## src/design/rrts_pkg.sv

```systemverilog
// ----------------------------------------------------------------------------
// rrts_pkg
// Shared field widths, command codes, search operators and status codes for
// the record ring time offset search block.
// ----------------------------------------------------------------------------
package rrts_pkg;

  localparam int unsigned OFFSET_W = 16;
  localparam int unsigned OPER_W   = 3;
  localparam int unsigned STATUS_W = 2;
  localparam int unsigned INDEX_W  = 8;
  localparam int unsigned COUNT_W  = 9;

  localparam logic CMD_ADD    = 1'b0;
  localparam logic CMD_SEARCH = 1'b1;

  localparam logic [OPER_W-1:0] OP_ALL      = 3'd1;
  localparam logic [OPER_W-1:0] OP_AT_MOST  = 3'd2;
  localparam logic [OPER_W-1:0] OP_AT_LEAST = 3'd3;
  localparam logic [OPER_W-1:0] OP_RANGE    = 3'd4;
  localparam logic [OPER_W-1:0] OP_FIRST    = 3'd5;
  localparam logic [OPER_W-1:0] OP_LAST     = 3'd6;

  localparam logic [STATUS_W-1:0] ST_SUCCESS   = 2'd0;
  localparam logic [STATUS_W-1:0] ST_NO_RECORD = 2'd1;
  localparam logic [STATUS_W-1:0] ST_FAIL      = 2'd2;
  localparam logic [STATUS_W-1:0] ST_INVALID   = 2'd3;

endpackage

```

## src/design/record_ring_time_offset_search.sv

```systemverilog
// An add, an empty-store search, all, first, last, a bad operator or an inverted
// range goes from the accepted input beat to the emit state, which registers
// out_valid. At most, at least and range read one entry per cycle from the
// oldest, then pass through the finish state to the emit state.
// One item is in flight at a time, and a result held by out_ready stalls the input.
// ----------------------------------------------------------------------------
// record_ring_time_offset_search
// Ring store of record time offsets with add and search commands. The store
// is a single synchronous memory; bounded searches stream it in order and stop
// at the newest entry or once the bounds that the operator needs are located.
// Reset clears the oldest pointer and the count; the offset store is not cleared.
// ----------------------------------------------------------------------------
module record_ring_time_offset_search #(
  parameter int unsigned DEPTH = 256
) (
  input  logic                           clk,
  input  logic                           rst_n,
  input  logic                           in_valid,
  output logic                           in_ready,
  input  logic                           in_command,
  input  logic [rrts_pkg::OFFSET_W-1:0]  in_time_offset,
  input  logic [rrts_pkg::OPER_W-1:0]    in_search_operator,
  input  logic [rrts_pkg::OFFSET_W-1:0]  in_operand_low,
  input  logic [rrts_pkg::OFFSET_W-1:0]  in_operand_high,
  output logic                           out_valid,
  input  logic                           out_ready,
  output logic [rrts_pkg::STATUS_W-1:0]  out_status,
  output logic [rrts_pkg::INDEX_W-1:0]   out_first_index,
  output logic [rrts_pkg::INDEX_W-1:0]   out_last_index,
  output logic [rrts_pkg::COUNT_W-1:0]   out_match_count
);

  localparam int unsigned IW = $clog2(DEPTH);
  localparam int unsigned CW = $clog2(DEPTH + 1);
  localparam int unsigned SW = CW + 1;

  typedef enum logic [1:0] {
    S_IDLE,
    S_SCAN,
    S_FIN,
    S_EMIT
  } state_t;

  // Store position of logical position p counted from the oldest entry.
  function automatic logic [IW-1:0] ring_pos(input logic [IW-1:0] base,
                                             input logic [CW-1:0] p);
    logic [SW-1:0] sum;
    sum = SW'(base) + SW'(p);
    if (sum >= SW'(DEPTH)) begin
      sum = sum - SW'(DEPTH);
    end
    return sum[IW-1:0];
  endfunction

  // Offset store
  logic [rrts_pkg::OFFSET_W-1:0] mem [DEPTH];
  logic [rrts_pkg::OFFSET_W-1:0] mem_q;
  logic                          mem_we;
  logic [IW-1:0]                 mem_waddr;
  logic [IW-1:0]                 mem_raddr;

  always_ff @(posedge clk) begin
    if (mem_we) begin
      mem[mem_waddr] <= in_time_offset;
    end
    mem_q <= mem[mem_raddr];
  end

  state_t                        state_r, state_nxt;
  logic [IW-1:0]                 oldest_r, oldest_nxt;
  logic [CW-1:0]                 count_r, count_nxt;
  logic [rrts_pkg::OPER_W-1:0]   op_r, op_nxt;
  logic [rrts_pkg::OFFSET_W-1:0] lo_r, lo_nxt;
  logic [rrts_pkg::OFFSET_W-1:0] hi_r, hi_nxt;
  logic [CW-1:0]                 scan_p_r, scan_p_nxt;
  logic                          chk_v_r, chk_v_nxt;
  logic [CW-1:0]                 chk_p_r, chk_p_nxt;
  logic                          ps_found_r, ps_found_nxt;
  logic [CW-1:0]                 ps_r, ps_nxt;
  logic                          pe_found_r, pe_found_nxt;
  logic [CW-1:0]                 pe_r, pe_nxt;
  logic [rrts_pkg::STATUS_W-1:0] res_status_r, res_status_nxt;
  logic [IW-1:0]                 res_first_r, res_first_nxt;
  logic [IW-1:0]                 res_last_r, res_last_nxt;
  logic [CW-1:0]                 res_count_r, res_count_nxt;
  logic                          out_valid_r, out_valid_nxt;
  logic [rrts_pkg::STATUS_W-1:0] out_status_r, out_status_nxt;
  logic [rrts_pkg::INDEX_W-1:0]  out_first_r, out_first_nxt;
  logic [rrts_pkg::INDEX_W-1:0]  out_last_r, out_last_nxt;
  logic [rrts_pkg::COUNT_W-1:0]  out_count_r, out_count_nxt;

  logic [CW-1:0]                 cnt_m1;
  logic [IW-1:0]                 add_w;
  logic                          need_ge;
  logic                          need_le;
  logic [rrts_pkg::OFFSET_W-1:0] le_bound;
  logic                          ge_hit;
  logic                          le_hit;
  logic                          scan_done;
  logic [CW-1:0]                 ps_e;
  logic [CW-1:0]                 pe_e;
  logic [CW-1:0]                 fin_fp;
  logic [CW-1:0]                 fin_lp;
  logic                          fin_none;
  logic                          out_free;
  logic [IW+rrts_pkg::INDEX_W-1:0] first_ext;
  logic [IW+rrts_pkg::INDEX_W-1:0] last_ext;
  logic [CW+rrts_pkg::COUNT_W-1:0] count_ext;

  assign in_ready  = (state_r == S_IDLE);
  assign out_free  = !out_valid_r || out_ready;
  assign cnt_m1    = count_r - CW'(1);
  assign add_w     = (count_r < CW'(DEPTH)) ? ring_pos(oldest_r, count_r) : oldest_r;
  assign mem_waddr = add_w;
  assign mem_raddr = ring_pos(oldest_r, scan_p_r);

  assign need_ge  = (op_r == rrts_pkg::OP_AT_LEAST) || (op_r == rrts_pkg::OP_RANGE);
  assign need_le  = (op_r == rrts_pkg::OP_AT_MOST) || (op_r == rrts_pkg::OP_RANGE);
  assign le_bound = (op_r == rrts_pkg::OP_AT_MOST) ? lo_r : hi_r;
  assign ge_hit   = chk_v_r && !ps_found_r && (mem_q >= lo_r);
  assign le_hit   = chk_v_r && !pe_found_r && (mem_q > le_bound);
  // The scan ends on the last stored entry or once every needed bound is seen.
  assign scan_done = chk_v_r &&
                     ((chk_p_r == cnt_m1) ||
                      ((!need_ge || ps_found_r || ge_hit) &&
                       (!need_le || pe_found_r || le_hit)));

  assign ps_e = ps_found_r ? ps_r : count_r;
  assign pe_e = pe_found_r ? pe_r : count_r;

  always_comb begin
    fin_fp   = '0;
    fin_lp   = cnt_m1;
    fin_none = 1'b0;
    case (op_r)
      rrts_pkg::OP_AT_LEAST: begin
        fin_none = !ps_found_r;
        fin_fp   = ps_e;
      end
      rrts_pkg::OP_AT_MOST: begin
        fin_none = (pe_e == '0);
        fin_lp   = pe_e - CW'(1);
      end
      rrts_pkg::OP_RANGE: begin
        fin_none = !ps_found_r || (pe_e == '0) || (pe_e <= ps_e);
        fin_fp   = ps_e;
        fin_lp   = pe_e - CW'(1);
      end
      default: begin
        fin_none = 1'b1;
      end
    endcase
  end

  assign first_ext = {{rrts_pkg::INDEX_W{1'b0}}, res_first_r};
  assign last_ext  = {{rrts_pkg::INDEX_W{1'b0}}, res_last_r};
  assign count_ext = {{rrts_pkg::COUNT_W{1'b0}}, res_count_r};

  always_comb begin
    state_nxt      = state_r;
    oldest_nxt     = oldest_r;
    count_nxt      = count_r;
    op_nxt         = op_r;
    lo_nxt         = lo_r;
    hi_nxt         = hi_r;
    scan_p_nxt     = scan_p_r;
    chk_v_nxt      = 1'b0;
    chk_p_nxt      = chk_p_r;
    ps_found_nxt   = ps_found_r;
    ps_nxt         = ps_r;
    pe_found_nxt   = pe_found_r;
    pe_nxt         = pe_r;
    res_status_nxt = res_status_r;
    res_first_nxt  = res_first_r;
    res_last_nxt   = res_last_r;
    res_count_nxt  = res_count_r;
    out_valid_nxt  = out_valid_r && !out_ready;
    out_status_nxt = out_status_r;
    out_first_nxt  = out_first_r;
    out_last_nxt   = out_last_r;
    out_count_nxt  = out_count_r;
    mem_we         = 1'b0;

    case (state_r)
      S_IDLE: begin
        if (in_valid) begin
          op_nxt         = in_search_operator;
          lo_nxt         = in_operand_low;
          hi_nxt         = in_operand_high;
          res_status_nxt = rrts_pkg::ST_NO_RECORD;
          res_first_nxt  = '0;
          res_last_nxt   = '0;
          res_count_nxt  = '0;
          state_nxt      = S_EMIT;
          if (in_command == rrts_pkg::CMD_ADD) begin
            mem_we         = 1'b1;
            res_status_nxt = rrts_pkg::ST_SUCCESS;
            res_first_nxt  = add_w;
            res_last_nxt   = add_w;
            if (count_r < CW'(DEPTH)) begin
              count_nxt     = count_r + CW'(1);
              res_count_nxt = count_r + CW'(1);
            end else begin
              oldest_nxt    = ring_pos(oldest_r, CW'(1));
              res_count_nxt = count_r;
            end
          end else if (count_r != '0) begin
            case (in_search_operator)
              rrts_pkg::OP_ALL: begin
                res_status_nxt = rrts_pkg::ST_SUCCESS;
                res_first_nxt  = oldest_r;
                res_last_nxt   = ring_pos(oldest_r, cnt_m1);
                res_count_nxt  = count_r;
              end
              rrts_pkg::OP_FIRST: begin
                res_status_nxt = rrts_pkg::ST_SUCCESS;
                res_first_nxt  = oldest_r;
                res_last_nxt   = oldest_r;
                res_count_nxt  = CW'(1);
              end
              rrts_pkg::OP_LAST: begin
                res_status_nxt = rrts_pkg::ST_SUCCESS;
                res_first_nxt  = ring_pos(oldest_r, cnt_m1);
                res_last_nxt   = ring_pos(oldest_r, cnt_m1);
                res_count_nxt  = CW'(1);
              end
              rrts_pkg::OP_AT_MOST, rrts_pkg::OP_AT_LEAST, rrts_pkg::OP_RANGE: begin
                if ((in_search_operator == rrts_pkg::OP_RANGE) &&
                    (in_operand_low > in_operand_high)) begin
                  res_status_nxt = rrts_pkg::ST_INVALID;
                end else begin
                  state_nxt    = S_SCAN;
                  scan_p_nxt   = '0;
                  ps_found_nxt = 1'b0;
                  pe_found_nxt = 1'b0;
                end
              end
              default: begin
                res_status_nxt = rrts_pkg::ST_FAIL;
              end
            endcase
          end
        end
      end

      S_SCAN: begin
        // Reads are issued one per cycle; each is checked in the cycle after its read.
        if (scan_p_r < count_r) begin
          chk_v_nxt  = 1'b1;
          chk_p_nxt  = scan_p_r;
          scan_p_nxt = scan_p_r + CW'(1);
        end
        if (ge_hit) begin
          ps_found_nxt = 1'b1;
          ps_nxt       = chk_p_r;
        end
        if (le_hit) begin
          pe_found_nxt = 1'b1;
          pe_nxt       = chk_p_r;
        end
        if (scan_done) begin
          chk_v_nxt = 1'b0;
          state_nxt = S_FIN;
        end
      end

      S_FIN: begin
        state_nxt = S_EMIT;
        if (fin_none) begin
          res_status_nxt = rrts_pkg::ST_NO_RECORD;
          res_first_nxt  = '0;
          res_last_nxt   = '0;
          res_count_nxt  = '0;
        end else begin
          res_status_nxt = rrts_pkg::ST_SUCCESS;
          res_first_nxt  = ring_pos(oldest_r, fin_fp);
          res_last_nxt   = ring_pos(oldest_r, fin_lp);
          res_count_nxt  = fin_lp - fin_fp + CW'(1);
        end
      end

      S_EMIT: begin
        if (out_free) begin
          out_valid_nxt  = 1'b1;
          out_status_nxt = res_status_r;
          out_first_nxt  = first_ext[rrts_pkg::INDEX_W-1:0];
          out_last_nxt   = last_ext[rrts_pkg::INDEX_W-1:0];
          out_count_nxt  = count_ext[rrts_pkg::COUNT_W-1:0];
          state_nxt      = S_IDLE;
        end
      end

      default: begin
        state_nxt = S_IDLE;
      end
    endcase
  end

  always_ff @(posedge clk) begin
    if (!rst_n) begin
      state_r     <= S_IDLE;
      oldest_r    <= '0;
      count_r     <= '0;
      chk_v_r     <= 1'b0;
      out_valid_r <= 1'b0;
    end else begin
      state_r     <= state_nxt;
      oldest_r    <= oldest_nxt;
      count_r     <= count_nxt;
      chk_v_r     <= chk_v_nxt;
      out_valid_r <= out_valid_nxt;
    end
    op_r         <= op_nxt;
    lo_r         <= lo_nxt;
    hi_r         <= hi_nxt;
    scan_p_r     <= scan_p_nxt;
    chk_p_r      <= chk_p_nxt;
    ps_found_r   <= ps_found_nxt;
    ps_r         <= ps_nxt;
    pe_found_r   <= pe_found_nxt;
    pe_r         <= pe_nxt;
    res_status_r <= res_status_nxt;
    res_first_r  <= res_first_nxt;
    res_last_r   <= res_last_nxt;
    res_count_r  <= res_count_nxt;
    out_status_r <= out_status_nxt;
    out_first_r  <= out_first_nxt;
    out_last_r   <= out_last_nxt;
    out_count_r  <= out_count_nxt;
  end

  assign out_valid       = out_valid_r;
  assign out_status      = out_status_r;
  assign out_first_index = out_first_r;
  assign out_last_index  = out_last_r;
  assign out_match_count = out_count_r;

endmodule
```

## config.mk

```make
export PLATFORM = sky130hd
export DESIGN_NAME = record_ring_time_offset_search
export DESIGN_NICKNAME = d
export VERILOG_FILES = /design/src/design/rrts_pkg.sv /design/src/design/record_ring_time_offset_search.sv
export SDC_FILE = /design/constraint.sdc
export NUM_CORES = 2
export LEC_CHECK = 0
export ABC_CLOCK_PERIOD_IN_PS = 10500
export BUFFER_PORTS_ARGS = -buffer_cell sky130_fd_sc_hd__clkbuf_2
export CAP_MARGIN = 20
export CORE_MARGIN = 2
export CORE_UTILIZATION = 44
export DETAILED_ROUTE_END_ITERATION = 10
export GPL_ROUTABILITY_DRIVEN = 0
export GPL_TIMING_DRIVEN = 0
export SLEW_MARGIN = 0
export SYNTH_ARGS = -nofsm -noshare
export SYNTH_HDL_FRONTEND = slang
export SYNTH_SLANG_ARGS = --single-unit
export TNS_END_PERCENT = 20
```

## constraint.sdc

```tcl
create_clock -name clk -period 10.5 [get_ports clk]
set_input_delay 0.525 -clock clk [delete_from_list [all_inputs] [get_ports clk]]
set_output_delay 0.525 -clock clk [all_outputs]
set_load 0.03 [all_outputs]
```

==> metrics.md <==
| Metric | Value |
|---|---|
| Pin slew with the least headroom to its limit | `1330 ps` |
| Clock skew | `a little over 90 ps` |
| Hold Fails Final Rpt | `0` |
| Root Driver | `clkbuf_16` |
| DIE AREA | `386000 um^2` |
| Setup TNS | `0 ps` |
| Initial Utilization | `0.442` |
| Outcome | `complete, no violations` |
| Core ar. | `379000 um^2` |
| Post-CTS resize count | `0` |
| First-pass GRT wire length | `about 700000 um` |
| Clk sinks | `4260` |
| Max Cap Viol | `0` |
| Part of the power in the clock network | `0.376` |
| Hold crit path type | `input pin to register` |
| Pin count of the biggest net entering global routing | `about 160` |
| Clock Latency Late Sink | `990 ps` |
| # nets final | `9078` |
| Placed Cells | `~13000` |
| Grt ovf | `0` |
| CTS clk-pin slew, worst paths | `about 60 ps` |
| Peak VDD IR | `between 0.15 and 0.2 mV` |
| Sequential fraction of the synthesis area | `0.760` |
| IO Port Bufs | `84` |
| Fmax achieved | `0.148 GHz` |
| Share of post-route cells with drive strength above 1 | `0.286` |
| GR peak layer | `met2` |
| P_leak | `slightly above 60 nW` |
| Seq pwr share | `0.466` |
| P per Cell Area | `208 nW/um^2` |
| DRT antenna net count | `0` |
| Worst-path cell chain | `ha_1 > fa_1 > buf_4 > buf_4 > buf_2 > buf_2 > clkbuf_2 > mux4_2 > nand2_1 > nand3_1 > nand4_1 > a22oi_1 > and4b_1` |
| Synthesized area | `168000 um^2` |
| Yosys cell types | `81` |
| Ys Warns | `0` |
| Relative slew slack | `0.114` |
| Slowest cell delay on critical path | `approximately 930 ps` |
| DRC viols | `0` |
| Most frequent cells in the layout | `edfxtp_1, mux4_2, nand2_1` |
| CP Buf/Inv Count | `5` |
| Met1 Resource Use GR | `0.359` |
| H-tree Lvls | `5` |
| Met3 Use GR | `0.0631` |
| Maximum fanout along the worst path | `10` |
| Final cell count without fillers | `14276` |
| #FFs+latches synth | `4260` |
| CP Launch Type | `register` |
| Fillers | `29533` |
| Die Ht | `622 um` |
| Total wire length | `509000 um` |
| RSZ-0062 raised after global routing | `false` |
| Psw | `10.8 mW` |
| Vias in the first global route | `87082` |
| I/O pin cnt | `85` |
| CTS Buffer Depth | `4` |
| All-Layer GR Usage | `0.260` |
| Critical Path RT | `roughly 11000 ps` |
| TritonCTS Buffers | `430` |
| Asr flop ratio synth | `0` |
| CTS tree | `built` |
| Fin crit share | `0.642` |
| Post-CTS Setup Inserts | `0` |
| CP endpoint kind | `register` |
| Met2 usage | `0.394` |
| Arrival time at the worst endpoint | `7600 ps` |
| Slew Limit Fails | `0` |
| Ys flop type | `edfxtp_1` |
| DIE WIDTH | `622 um` |
| Slowest CP cell | `a22oi_1` |
| Hold-fix buffers, CTS | `39` |
| Vias/cell | `6.22` |
| Initial DRT Pass Iterations | `8` |
| Via count | `88745` |
| Post-synth EDFFs | `4223` |
| Placement Rows | `approximately 230` |
| Syn avg cell area | `roughly 21 um^2` |
| Setup CP Type | `register to register` |
| Area Overhead vs Synth | `16.6%` |
| Comb pwr share | `0.157` |
| Pint | `29.9 mW` |
| Final min period | `around 6700 ps` |
| Avg WL per Cell | `35.7 um` |
| Initial antenna violation count | `36` |
| DP HPWL | `349000 um` |
| Final setup fails | `0` |
| Net Count, Synth | `8199` |
| Post-Synthesis Cells | `8013` |
| CP delay by family, top | `buffers and inverters` |
| Commonest non-fill, non-tap cell in the layout | `edfxtp_1` |
| Sw Ratio | `0.265` |
| Starting DRC count in detailed routing | `13820` |
-- registers in the layout, summed over array words and instances (netlist names), 3 cells and up --
register / count
chk_p_r: 9
count_r: 9
hi_r: 16
lo_r: 16
mem: 4096
mem_q: 16
oldest_r: 8
op_r: 3
out_first_index: 8
out_last_index: 8
out_match_count: 9
pe_r: 9
ps_r: 9
res_count_r: 9
res_first_r: 8
res_last_r: 8
scan_p_r: 9
-- final timing paths --
| kind | start | to | slack (ps) | cells past startpoint |
|---|---|---|---|---|
| setup / recovery | scan_p_r[0] | mem_q[9] | 3760 | 13 |
| hold / removal | in_command | count_r[7] | 100 | 4 |
| setup reg to reg | scan_p_r[0] | mem_q[9] | 3760 | 13 |
| hold reg to reg | res_first_r[3] | out_first_index[3] | 410 | 0 |
-- cell families (layout without fill, tap and decap cells) --
kind of cell / Yosys count / in the layout / share of synthesized area
DFF: 4260 / 4260 / 0.760
muxes: 1312 / 1312 / 0.159
and+or+nand+nor: 1244 / 1244 / 0.0331
buffers and inverters: 513 / 1742 / 0.0139
AOI/OAI and AO/OA: 478 / 478 / 0.0198
adders and majority gates: 130 / 130 / 0.00996
xor gates and xnor gates: 76 / 76 / 0.00424
other: 0 / 18 / 0
-- stage by stage --
step	setup WS, ps	hold WS (ps)	instance area (um^2)	power [mW]	utilization
after global routing	3870	87.2	196000	41.7	0.516
after detailed placement	3990	405	181000	25.6	0.478
after CTS	3980	9.58	196000	40.8	0.516
final	3760	96.0	196000	40.7	0.516
after global placement	1890	403	175000	25.5	0.460
after floorplan	6480	400	168000	22.7	-
-- worst min-delay path: cells and delay by family --
kind	cells	cell delay, ps
AOI/OAI and AO/OA	1	60
and+or+nand+nor	2	260
buffers and inverters	1	170
-- synth_stat cells, drive strengths merged, types with 7 or more instances --
| cell | number | share of area |
|---|---|---|
| nor2 | 353 | 0.0079 |
| clkbuf | 194 | 0.0043 |
| o211ai | 7 | 0.00031 |
| nand4 | 24 | 0.00089 |
| mux4 | 1087 | 0.15 |
| a21oi | 104 | 0.0031 |
| a31oi | 20 | 0.00075 |
| o22ai | 30 | 0.0011 |
| a32oi | 83 | 0.0043 |
| a21o | 30 | 0.0013 |
| nor4 | 19 | 0.00071 |
| nand2 | 507 | 0.011 |
| inv | 82 | 0.0018 |
| ha | 124 | 0.0092 |
| and2 | 9 | 0.00034 |
| mux2i | 221 | 0.013 |
| xnor2 | 48 | 0.0025 |
| xor2 | 26 | 0.0015 |
| buf | 236 | 0.0077 |
| dfxtp | 37 | 0.0044 |
| and4b | 13 | 0.00078 |
| and3 | 11 | 0.00041 |
| edfxtp | 4223 | 0.76 |
| a22oi | 66 | 0.0030 |
| a21boi | 17 | 0.00076 |
| o21a | 7 | 0.00031 |
| nand2b | 16 | 0.00060 |
| a211oi | 8 | 0.00039 |
| nor2b | 20 | 0.00075 |
| or2 | 22 | 0.00082 |
| nand3 | 181 | 0.0060 |
| nor3 | 44 | 0.0015 |
| o21ai | 58 | 0.0017 |
| or3 | 8 | 0.00030 |
-- power groups by stage --
stage | Clock [mW] | Sequential, mW | Combinational (mW)
final | 15.3 | 19.0 | 6.41
after CTS | 15.5 | 19.0 | 6.32
after floorplan | 0 | 19.3 | 3.38
after global routing | 16.1 | 19.0 | 6.60
after global placement | 0 | 19.4 | 6.09
after detailed placement | 0 | 19.3 | 6.29
-- final cells by class --
cell class / instances / area (um^2) / area share
buffer: 430 / 2070 / 0.0106
antenna: 18 / 45.0 / 0.000230
sequential: 4260 / 128000 / 0.652
inverter: 83 / 312 / 0.00159
timing repair buffer: 447 / 6900 / 0.0353
clock inverter: 263 / 2680 / 0.0137
multi-input combinational: 3240 / 38700 / 0.197
tap: 5016 / 6280 / 0.0321
clock buffer: 519 / 11300 / 0.0575
-- layer usage --
layer,up-vias,part of all wire
met1,47249,0.38
met5,-,0.000092
met3,1024,0.11
met4,10,0.054
met2,5407,0.45
li1,35055,-
Power figures use the tool's default switching activity.
